[src/rtl/adjacency_matrix_graph_store_core_assert.svh]
// Assertion macros used by the graph store core.
`ifndef ADJACENCY_MATRIX_GRAPH_STORE_CORE_ASSERT_SVH
`define ADJACENCY_MATRIX_GRAPH_STORE_CORE_ASSERT_SVH

// Condition that must hold at every clock edge outside reset.
`define AMG_ASSERT_ALWAYS(lbl, cond, msg) \
    lbl: assert property (@(posedge i_clk) disable iff (!i_rst_n) (cond)) \
        else $error(msg);

// Implication checked in the same cycle.
`define AMG_ASSERT_IMP(lbl, ante, cons, msg) \
    lbl: assert property (@(posedge i_clk) disable iff (!i_rst_n) (ante) |-> (cons)) \
        else $error(msg);

`endif

[src/rtl/amg_pkg.sv]
// Types, codes and constants of the adjacency matrix graph store.
`default_nettype none

package amg_pkg;

    localparam int VTX_W            = 5;
    localparam int ROWS             = 2 ** VTX_W;
    localparam int VCNT_W           = 6;
    localparam int ECNT_W           = 10;
    localparam int MAX_VERTICES_DEF = 32;

    localparam logic [2:0] OP_ADD_VERTEX = 3'd0;
    localparam logic [2:0] OP_ADD_EDGE   = 3'd1;
    localparam logic [2:0] OP_QUERY_EDGE = 3'd2;
    localparam logic [2:0] OP_LIST_NEIGH = 3'd3;
    localparam logic [2:0] OP_LIST_VERT  = 3'd4;

    localparam logic [1:0] ST_DONE    = 2'd0;
    localparam logic [1:0] ST_PRESENT = 2'd1;
    localparam logic [1:0] ST_UNKNOWN = 2'd2;

    typedef enum logic [2:0] {
        S_IDLE,
        S_EXEC,
        S_EDGE_B,
        S_EMIT,
        S_LIST_N,
        S_LIST_V
    } t_state;

    typedef struct packed {
        logic [2:0]       op;
        logic [VTX_W-1:0] vertex_a;
        logic [VTX_W-1:0] vertex_b;
    } t_in_item;

    typedef struct packed {
        logic [1:0]        status;
        logic              edge_found;
        logic [VTX_W-1:0]  item_vertex;
        logic              item_valid;
        logic              last;
        logic [VCNT_W-1:0] vertex_total;
        logic [ECNT_W-1:0] edge_total;
    } t_out_item;

endpackage

`default_nettype wire

[src/rtl/adjacency_matrix_graph_store_core.sv]
// Top level of the adjacency matrix graph store: sequencer, memories, output stage.
//
// Usage: one input beat per operation on i_in (valid/ready), results leave on
// o_out (valid/ready), each beat carrying the running vertex and edge totals.
// Operations: add vertex, add edge, query edge, list neighbours, list vertices.
// Single-result operations give one beat with last set; lists give one beat per
// element, the final one marked last; an empty list gives one invalid beat.
// Flow: S_IDLE takes the input beat, S_EXEC decides, and S_EMIT or a list
// state loads the result; a successful edge add of two distinct vertices
// writes the second row in S_EDGE_B first. Throughput: one operation at a
// time, the next input beat taken once the final result beat is loaded into
// the output register. Vertex table listing streams one beat per cycle while
// the output register is free; neighbour listing walks the matrix row one bit
// position per cycle, stopping at a set bit while the output register is full.
// Reset clears the present map, counts, sequencer and the per-row valid bits of
// the matrix memory (an unwritten row reads as zero), so no clearing pass is
// needed and the block is ready the cycle after reset is released.
// Receiver stall: the output register holds its beat, the sequencer waits with
// the list position frozen; nothing is dropped or repeated.
`default_nettype none

`include "adjacency_matrix_graph_store_core_assert.svh"

module adjacency_matrix_graph_store_core #(
    parameter int MAX_VERTICES = amg_pkg::MAX_VERTICES_DEF
) (
    input  wire logic               i_clk,
    input  wire logic               i_rst_n,
    input  wire logic               i_in_valid,
    output logic                    o_in_ready,
    input  wire amg_pkg::t_in_item  i_in,
    output logic                    o_out_valid,
    input  wire logic               i_out_ready,
    output amg_pkg::t_out_item      o_out
);

    import amg_pkg::*;

    // vertex table holds at most one entry per vertex number
    localparam int                CAPACITY = (MAX_VERTICES < ROWS) ? MAX_VERTICES : ROWS;
    localparam int                ORD_AW   = $clog2(CAPACITY);
    localparam logic [VCNT_W:0]   MAX_V    = (VCNT_W + 1)'(MAX_VERTICES);
    localparam logic [VCNT_W-1:0] CAP_CNT  = VCNT_W'(CAPACITY);

    // control state
    t_state            r_state, n_state;
    logic [ROWS-1:0]   r_present, n_present;
    logic [VCNT_W-1:0] r_vcount, n_vcount;
    logic [ECNT_W-1:0] r_ecount, n_ecount;
    logic [ROWS-1:0]   r_row_valid, n_row_valid;
    logic              r_rdv;

    // operation context
    logic [2:0]        r_op, n_op;
    logic [VTX_W-1:0]  r_a, n_a;
    logic [VTX_W-1:0]  r_b, n_b;
    logic [VCNT_W-1:0] r_idx, n_idx;
    logic [ROWS-1:0]   r_row, n_row;
    logic [1:0]        r_status, n_status;
    logic              r_found, n_found;

    // memory ports
    logic              adj_we, adj_re;
    logic [VTX_W-1:0]  adj_waddr, adj_raddr;
    logic [ROWS-1:0]   adj_wdata, adj_rdata, rd_row;
    logic              ord_we, ord_re;
    logic [ORD_AW-1:0] ord_waddr, ord_raddr;
    logic [VTX_W-1:0]  ord_wdata, ord_rdata;

    // output stage
    logic              out_free, out_load;
    t_out_item         out_beat;

    logic              pres_a, pres_b;
    logic [ROWS-1:0]   sel_bit;
    logic [VCNT_W-1:0] idx_next;

    amg_ram #(
        .WIDTH (ROWS),
        .DEPTH (ROWS)
    ) u_adj_ram (
        .i_clk     (i_clk),
        .i_wr_en   (adj_we),
        .i_wr_addr (adj_waddr),
        .i_wr_data (adj_wdata),
        .i_rd_en   (adj_re),
        .i_rd_addr (adj_raddr),
        .o_rd_data (adj_rdata)
    );

    amg_ram #(
        .WIDTH (VTX_W),
        .DEPTH (CAPACITY)
    ) u_ord_ram (
        .i_clk     (i_clk),
        .i_wr_en   (ord_we),
        .i_wr_addr (ord_waddr),
        .i_wr_data (ord_wdata),
        .i_rd_en   (ord_re),
        .i_rd_addr (ord_raddr),
        .o_rd_data (ord_rdata)
    );

    amg_out_reg u_out_reg (
        .i_clk   (i_clk),
        .i_rst_n (i_rst_n),
        .i_load  (out_load),
        .i_beat  (out_beat),
        .o_free  (out_free),
        .o_valid (o_out_valid),
        .o_beat  (o_out),
        .i_ready (i_out_ready)
    );

    // a row never written reads as all zero
    assign rd_row   = r_rdv ? adj_rdata : '0;
    assign pres_a   = r_present[r_a];
    assign pres_b   = r_present[r_b];
    assign sel_bit  = ROWS'(1) << r_idx[VTX_W-1:0];
    assign idx_next = r_idx + VCNT_W'(1);

    always_ff @(posedge i_clk) begin
        if (!i_rst_n) begin
            r_state     <= S_IDLE;
            r_present   <= '0;
            r_vcount    <= '0;
            r_ecount    <= '0;
            r_row_valid <= '0;
            r_rdv       <= 1'b0;
        end else begin
            r_state     <= n_state;
            r_present   <= n_present;
            r_vcount    <= n_vcount;
            r_ecount    <= n_ecount;
            r_row_valid <= n_row_valid;
            if (adj_re) begin
                r_rdv <= r_row_valid[adj_raddr];
            end
        end
    end

    always_ff @(posedge i_clk) begin
        r_op     <= n_op;
        r_a      <= n_a;
        r_b      <= n_b;
        r_idx    <= n_idx;
        r_row    <= n_row;
        r_status <= n_status;
        r_found  <= n_found;
    end

    always_comb begin
        n_state     = r_state;
        n_present   = r_present;
        n_vcount    = r_vcount;
        n_ecount    = r_ecount;
        n_row_valid = r_row_valid;
        n_op        = r_op;
        n_a         = r_a;
        n_b         = r_b;
        n_idx       = r_idx;
        n_row       = r_row;
        n_status    = r_status;
        n_found     = r_found;

        adj_we      = 1'b0;
        adj_waddr   = r_a;
        adj_wdata   = rd_row;
        adj_re      = 1'b0;
        adj_raddr   = r_b;
        ord_we      = 1'b0;
        ord_waddr   = r_vcount[ORD_AW-1:0];
        ord_wdata   = r_a;
        ord_re      = 1'b0;
        ord_raddr   = idx_next[ORD_AW-1:0];

        o_in_ready  = 1'b0;
        out_load    = 1'b0;
        out_beat    = '{status:       r_status,
                        edge_found:   r_found,
                        item_vertex:  '0,
                        item_valid:   1'b0,
                        last:         1'b1,
                        vertex_total: r_vcount,
                        edge_total:   r_ecount};

        case (r_state)
            S_IDLE: begin
                o_in_ready = 1'b1;
                if (i_in_valid) begin
                    n_op      = i_in.op;
                    n_a       = i_in.vertex_a;
                    n_b       = i_in.vertex_b;
                    // row a and the head of the vertex table come back next cycle
                    adj_re    = 1'b1;
                    adj_raddr = i_in.vertex_a;
                    ord_re    = 1'b1;
                    ord_raddr = '0;
                    n_state   = S_EXEC;
                end
            end

            S_EXEC: begin
                n_status = ST_DONE;
                n_found  = 1'b0;
                n_state  = S_EMIT;
                case (r_op)
                    OP_ADD_VERTEX: begin
                        if (pres_a) begin
                            n_status = ST_PRESENT;
                        end else if ({2'b00, r_a} >= MAX_V || r_vcount >= CAP_CNT) begin
                            n_status = ST_UNKNOWN;
                        end else begin
                            ord_we         = 1'b1;
                            n_vcount       = r_vcount + VCNT_W'(1);
                            n_present[r_a] = 1'b1;
                        end
                    end
                    OP_ADD_EDGE: begin
                        if (!pres_a || !pres_b) begin
                            n_status = ST_UNKNOWN;
                        end else if (rd_row[r_b]) begin
                            n_status = ST_PRESENT;
                        end else begin
                            adj_we           = 1'b1;
                            adj_waddr        = r_a;
                            adj_wdata        = rd_row | (ROWS'(1) << r_b);
                            n_row_valid[r_a] = 1'b1;
                            n_ecount         = r_ecount + ECNT_W'(1);
                            // self loop sets a single bit
                            if (r_a != r_b) begin
                                adj_re    = 1'b1;
                                adj_raddr = r_b;
                                n_state   = S_EDGE_B;
                            end
                        end
                    end
                    OP_QUERY_EDGE: begin
                        if (!pres_a || !pres_b) begin
                            n_status = ST_UNKNOWN;
                        end else begin
                            n_found = rd_row[r_b];
                        end
                    end
                    OP_LIST_NEIGH: begin
                        if (!pres_a) begin
                            n_status = ST_UNKNOWN;
                        end else if (rd_row != '0) begin
                            n_row   = rd_row;
                            n_idx   = '0;
                            n_state = S_LIST_N;
                        end
                    end
                    OP_LIST_VERT: begin
                        if (r_vcount != '0) begin
                            n_idx   = '0;
                            n_state = S_LIST_V;
                        end
                    end
                    default: begin
                        n_status = ST_DONE;
                    end
                endcase
            end

            S_EDGE_B: begin
                adj_we           = 1'b1;
                adj_waddr        = r_b;
                adj_wdata        = rd_row | (ROWS'(1) << r_a);
                n_row_valid[r_b] = 1'b1;
                n_state          = S_EMIT;
            end

            S_EMIT: begin
                if (out_free) begin
                    out_load = 1'b1;
                    n_state  = S_IDLE;
                end
            end

            S_LIST_N: begin
                // remaining neighbours are the bits still set in r_row
                if (r_row[r_idx[VTX_W-1:0]]) begin
                    if (out_free) begin
                        out_load             = 1'b1;
                        out_beat.status      = ST_DONE;
                        out_beat.edge_found  = 1'b0;
                        out_beat.item_vertex = r_idx[VTX_W-1:0];
                        out_beat.item_valid  = 1'b1;
                        out_beat.last        = (r_row & ~sel_bit) == '0;
                        n_row                = r_row & ~sel_bit;
                        n_idx                = idx_next;
                        if ((r_row & ~sel_bit) == '0) begin
                            n_state = S_IDLE;
                        end
                    end
                end else begin
                    n_idx = idx_next;
                end
            end

            S_LIST_V: begin
                if (out_free) begin
                    out_load             = 1'b1;
                    out_beat.status      = ST_DONE;
                    out_beat.edge_found  = 1'b0;
                    out_beat.item_vertex = ord_rdata;
                    out_beat.item_valid  = 1'b1;
                    out_beat.last        = idx_next == r_vcount;
                    // fetch the next entry while this one leaves
                    ord_re               = 1'b1;
                    n_idx                = idx_next;
                    if (idx_next == r_vcount) begin
                        n_state = S_IDLE;
                    end
                end
            end

            default: begin
                n_state = S_IDLE;
            end
        endcase
    end

    // checks on the sequencer and bookkeeping
    `AMG_ASSERT_ALWAYS(a_vcount_cap, r_vcount <= CAP_CNT, "vertex count above capacity")
    `AMG_ASSERT_ALWAYS(a_present_count, $countones(r_present) == int'(r_vcount), "present map and vertex count disagree")
    `AMG_ASSERT_IMP(a_list_row_live, r_state == S_LIST_N, r_row != '0, "neighbour scan on an empty row")
    `AMG_ASSERT_IMP(a_edge_b_distinct, r_state == S_EDGE_B, r_a != r_b, "second row write for a self loop")

endmodule

`default_nettype wire

[src/rtl/amg_ram.sv]
// Simple dual-port synchronous RAM, one write and one registered read port.
`default_nettype none

module amg_ram #(
    parameter int WIDTH = 32,
    parameter int DEPTH = 32,
    parameter int AW    = $clog2(DEPTH)
) (
    input  wire logic             i_clk,
    input  wire logic             i_wr_en,
    input  wire logic [AW-1:0]    i_wr_addr,
    input  wire logic [WIDTH-1:0] i_wr_data,
    input  wire logic             i_rd_en,
    input  wire logic [AW-1:0]    i_rd_addr,
    output logic      [WIDTH-1:0] o_rd_data
);

    logic [WIDTH-1:0] r_mem [DEPTH];
    logic [WIDTH-1:0] r_rd_data;

    always_ff @(posedge i_clk) begin
        if (i_wr_en) begin
            r_mem[i_wr_addr] <= i_wr_data;
        end
    end

    // read data holds while no read is issued
    always_ff @(posedge i_clk) begin
        if (i_rd_en) begin
            r_rd_data <= r_mem[i_rd_addr];
        end
    end

    assign o_rd_data = r_rd_data;

endmodule

`default_nettype wire

[src/rtl/amg_out_reg.sv]
// Output beat register between the sequencer and the result channel.
`default_nettype none

module amg_out_reg (
    input  wire logic               i_clk,
    input  wire logic               i_rst_n,
    input  wire logic               i_load,
    input  wire amg_pkg::t_out_item i_beat,
    output logic                    o_free,
    output logic                    o_valid,
    output amg_pkg::t_out_item      o_beat,
    input  wire logic               i_ready
);

    import amg_pkg::*;

    logic      r_valid;
    t_out_item r_beat;

    assign o_free = !r_valid || i_ready;

    always_ff @(posedge i_clk) begin
        if (!i_rst_n) begin
            r_valid <= 1'b0;
        end else if (i_load) begin
            r_valid <= 1'b1;
        end else if (i_ready) begin
            r_valid <= 1'b0;
        end
    end

    always_ff @(posedge i_clk) begin
        if (i_load) begin
            r_beat <= i_beat;
        end
    end

    assign o_valid = r_valid;
    assign o_beat  = r_beat;

endmodule

`default_nettype wire
[config.mk]
export PLATFORM = sky130hd
export DESIGN_NAME = adjacency_matrix_graph_store_core
export DESIGN_NICKNAME = d
export VERILOG_FILES = /design/src/rtl/amg_pkg.sv /design/src/rtl/adjacency_matrix_graph_store_core.sv /design/src/rtl/amg_ram.sv /design/src/rtl/amg_out_reg.sv
export VERILOG_INCLUDE_DIRS = /design/src /design/src/rtl
export SDC_FILE = /design/constraint.sdc
export NUM_CORES = 2
export LEC_CHECK = 0
export BUFFER_PORTS_ARGS = -buffer_cell sky130_fd_sc_hd__buf_2
export CAP_MARGIN = 5
export CORE_ASPECT_RATIO = 1.75
export CORE_MARGIN = 3
export CORE_UTILIZATION = 30
export DETAILED_ROUTE_END_ITERATION = 10
export RECOVER_POWER = 25
export SYNTH_ARGS = -nofsm -noshare
export SYNTH_HDL_FRONTEND = slang
export SYNTH_SLANG_ARGS = --single-unit
[constraint.sdc]
create_clock -name i_clk -period 5.2 [get_ports i_clk]
set_clock_uncertainty 0.1 [all_clocks]
set_input_delay 0.78 -clock i_clk [delete_from_list [all_inputs] [get_ports i_clk]]
set_output_delay 0.78 -clock i_clk [all_outputs]
set_load 0.05 [all_outputs]
==> results.json <==
{
  "htree_levels": 3,
  "grt_pass1_wl_mm": 255.6,
  "pwr-share-clk": 0.372,
  "worst_slew_pin_slew_ns": 2.579,
  "hold_viol": 0,
  "io_pins": 45,
  "die_w_um": 337.2,
  "path_class": "reg2reg",
  "regToRegEndpoint": "u_adj_ram.r_mem[3][8]$_DFFE_PP_",
  "crit_start": "r_b[1]$_DFFE_PP_",
  "grt-ovfl-total": 0,
  "power.internal_w": 0.01787,
  "drt_pass1_iterations": 8,
  "status": "finished with violations",
  "cts_buffer_depth": 3,
  "die_h_um": 585.6,
  "layout_commonest_cell": "edfxtp_1",
  "p_switching_w": 0.005894,
  "drv_cap": 7,
  "post_drt_wl_per_cell_um": 24.48,
  "arrival_ns": 5.01,
  "path_buf_inv": 3,
  "cp_common_cell": "clkbuf_1",
  "synth_fp_nets": 4660,
  "cp-endpoint": "u_adj_ram.r_mem[3][8]$_DFFE_PP_",
  "die_area_um2": 197400,
  "yosysSeqAreaShare": 0.7081,
  "reg2reg_depth": 10,
  "setup.worst_path.start_class": "flop",
  "ant_nets": 0,
  "reg2reg_slack_ns": 0.34,
  "cp_max_fo": 33,
  "fmax_mhz": 205.8,
  "ys_types": 84,
  "synthCells": 4631,
  "syn_area_um2": 57580,
  "endpoint_kind": "flop",
  "clock_sinks": 1386,
  "hold_depth": 1,
  "cpMaxStageDelayCell": "edfxtp_1",
  "grt_max_degree": 127,
  "drv_slew": 303,
  "cts-root-buf": "clkbuf_16",
  "grt_pass1_vias": 37950,
  "required_ns": 5.35,
  "cts_tree": "built",
  "first_iter_violations": 4048,
  "grt_antenna_before_repair": 3,
  "switching_share": 0.2481,
  "irDropWorstVdd_uv": 287.3,
  "areaGrowthSynthToFinish_pct": 13.37,
  "start_util": 0.3019,
  "cp.depth": 10,
  "core_um2": 190700,
  "ys.flop_type": "edfxtp_1",
  "reg2reg_from": "r_b[1]$_DFFE_PP_",
  "clkSlewWorstSetupHoldPaths_ns": 0.07,
  "cts_setup_buffers": 0,
  "num-fill-cells": 18340,
  "hold_buffers": 0,
  "grtUsageTotal": 0.1741,
  "drc_errors": 0,
  "critPathMaxStageDelay_ns": 1.04,
  "async_reset_ff_frac": 0,
  "slew_headroom": -0.7195,
  "ys_seq_elements": 1386,
  "routed_wl_mm": 176.2,
  "seq_power_share": 0.527,
  "clock_latency_ns": 0.75,
  "vias_per_cell": 5.405,
  "cpLargestDelayFamily": "buffers and inverters",
  "hp-class": "in2reg",
  "nets": 4667,
  "min_period_ns": 4.859,
  "p_total_w": 0.02376,
  "drive_above_1_share": 0.09548,
  "violations": "capacitance limit, slew limit",
  "gp_congestion": 0.9336,
  "place_hpwl_mm": 102.5,
  "synth_edf_count": 1301,
  "power-per-cell-area_nw_per_um2": 364.0,
  "final_cell_mix": "1,301 x edfxtp_1, 1,191 x nand2_1, 588 x nand3_1, 133 x nor2_1, 117 x clkbuf_16",
  "numCtsBuffers": 113,
  "tns_ns": 0,
  "p_leak_nw": 21.81,
  "fp-row-count": 212,
  "synth_warnings": 0,
  "period_share": 0.9345,
  "cts_resized": 0,
  "syn_area_per_cell_um2": 12.43,
  "finalSetupViolations": 0,
  "crit_chain": "clkbuf_1 -> mux4_2 -> a22oi_1 -> o211ai_1 -> nor3_4 -> nor2_4 -> nand4_1 -> clkbuf_1 -> a21oi_4 -> clkbuf_4",
  "portBuffers": 44,
  "grt_setup_unrepaired": "false",
  "combPwrFrac": 0.100,
  "num_vias": 38890,
  "holdWs_ns": 0.1784
}
==> cells in the mapped netlist, drive strengths merged, types with 4 or more instances <==
master / number / share of area
clkbuf: 194 / 0.013
nor3b: 4 / 0.00091
o211ai: 18 / 0.0023
or3: 28 / 0.0030
ha: 12 / 0.0026
mux2i: 41 / 0.0074
o31ai: 10 / 0.0014
a32oi: 7 / 0.0011
a21o: 6 / 0.00078
a21oi: 65 / 0.0056
nor2b: 16 / 0.0017
nor4: 19 / 0.0023
and2: 10 / 0.0011
nand2b: 20 / 0.0022
inv: 22 / 0.0015
a211oi: 13 / 0.0017
xnor2: 9 / 0.0014
a31oi: 114 / 0.012
o22ai: 7 / 0.00076
edfxtp: 1301 / 0.68
xor2: 12 / 0.0018
nand3: 589 / 0.051
a32o: 65 / 0.011
and3: 78 / 0.0085
o221ai: 19 / 0.0029
dfxtp: 85 / 0.030
mux2: 19 / 0.0039
or2: 8 / 0.00091
nand4: 16 / 0.0018
a311oi: 74 / 0.011
o21ai: 136 / 0.012
nor3: 23 / 0.0024
nand2: 1192 / 0.078
nor2: 140 / 0.0094
buf: 127 / 0.012
mux4: 13 / 0.0053
a22oi: 37 / 0.0048
o21a: 34 / 0.0044
nand3b: 8 / 0.0010
==> cell families after synthesis <==
| family | after synthesis | share of synthesized area |
|---|---|---|
| AND/OR/NAND/NOR | 2166 | 0.1668 |
| flip-flops | 1386 | 0.7081 |
| AO/OA/AOI/OAI | 629 | 0.07699 |
| buffers and inverters | 344 | 0.02577 |
| multiplexers | 73 | 0.01660 |
| XOR/XNOR | 21 | 0.003194 |
| adder cells (fa/ha/maj) | 12 | 0.002608 |
==> stage by stage <==
step           cells  utilization  area (um2)  setup WS, ns
2_1_floorplan   4631            -       57580        0.6677
3_3_place_gp    6984       0.3241       61820        0.3641
3_5_place_dp    6984       0.3241       61820        0.3725
4_1_cts         7195       0.3441       65630        0.4816
5_1_grt         7196       0.3423       65280        0.1363
6_report        7196       0.3423       65280        0.3406
==> power groups by stage <==
| stage | registers [W] | logic, W | clock network, W |
|---|---|---|---|
| after global placement | 0.0128 | 0.00237 | 0 |
| after floorplan | 0.0127 | 0.00150 | 0 |
| after CTS | 0.0125 | 0.00240 | 0.00899 |
| after global routing | 0.0125 | 0.00257 | 0.00941 |
| after detailed placement | 0.0128 | 0.00240 | 0 |
| final | 0.0125 | 0.00238 | 0.00884 |
==> state kept, by name, indices dropped and copies added (netlist names), 5 cells and up <==
register	flops
u_adj_ram.r_mem	1024
u_ord_ram.r_mem	160
r_present	32
r_row	32
r_row_valid	32
u_adj_ram.o_rd_data	32
u_out_reg.o_beat	26
r_ecount	10
r_idx	6
r_vcount	6
ord_wdata	5
r_b	5
u_ord_ram.o_rd_data	5
==> layout make-up <==
type                            instances  area (um2)  area share
Timing Repair Buffer                  213        1753     0.02685
Clock buffer                          144        3069     0.04702
Inverter                               23       88.84    0.001361
Multi-Input combinational cell       2901       15770      0.2415
Sequential cell                      1386       40770      0.6246
Clock inverter                         67       749.5     0.01148
Antenna cell                            1       2.502  0.00003833
Tap cell                             2461        3079     0.04717
==> per-layer routing <==
metal | vias to the layer above | GRT usage | wire (um)
met5 | - | 0 | 18
met4 | 2 | 0.1152 | 13160
met3 | 532 | 0.02379 | 11090
met2 | 1730 | 0.3112 | 90460
met1 | 19450 | 0.1916 | 61450
li1 | 17180 | - | -
==> how the worst min path moves through the flow <==
stage	start	to	slack, ns
after floorplan	r_ecount[9]$_SDFFE_PN0P_	u_out_reg.o_beat[9]$_DFFE_PP_	0.32
after global placement	r_ecount[9]$_SDFFE_PN0P_	u_out_reg.o_beat[9]$_DFFE_PP_	0.33
after detailed placement	r_ecount[9]$_SDFFE_PN0P_	u_out_reg.o_beat[9]$_DFFE_PP_	0.33
after CTS	i_in[12]	r_op[2]$_DFFE_PP_	0.13
after global routing	i_in[10]	r_op[0]$_DFFE_PP_	0.14
final	i_in[10]	r_op[0]$_DFFE_PP_	0.18
(Power assumes the default switching activity.)
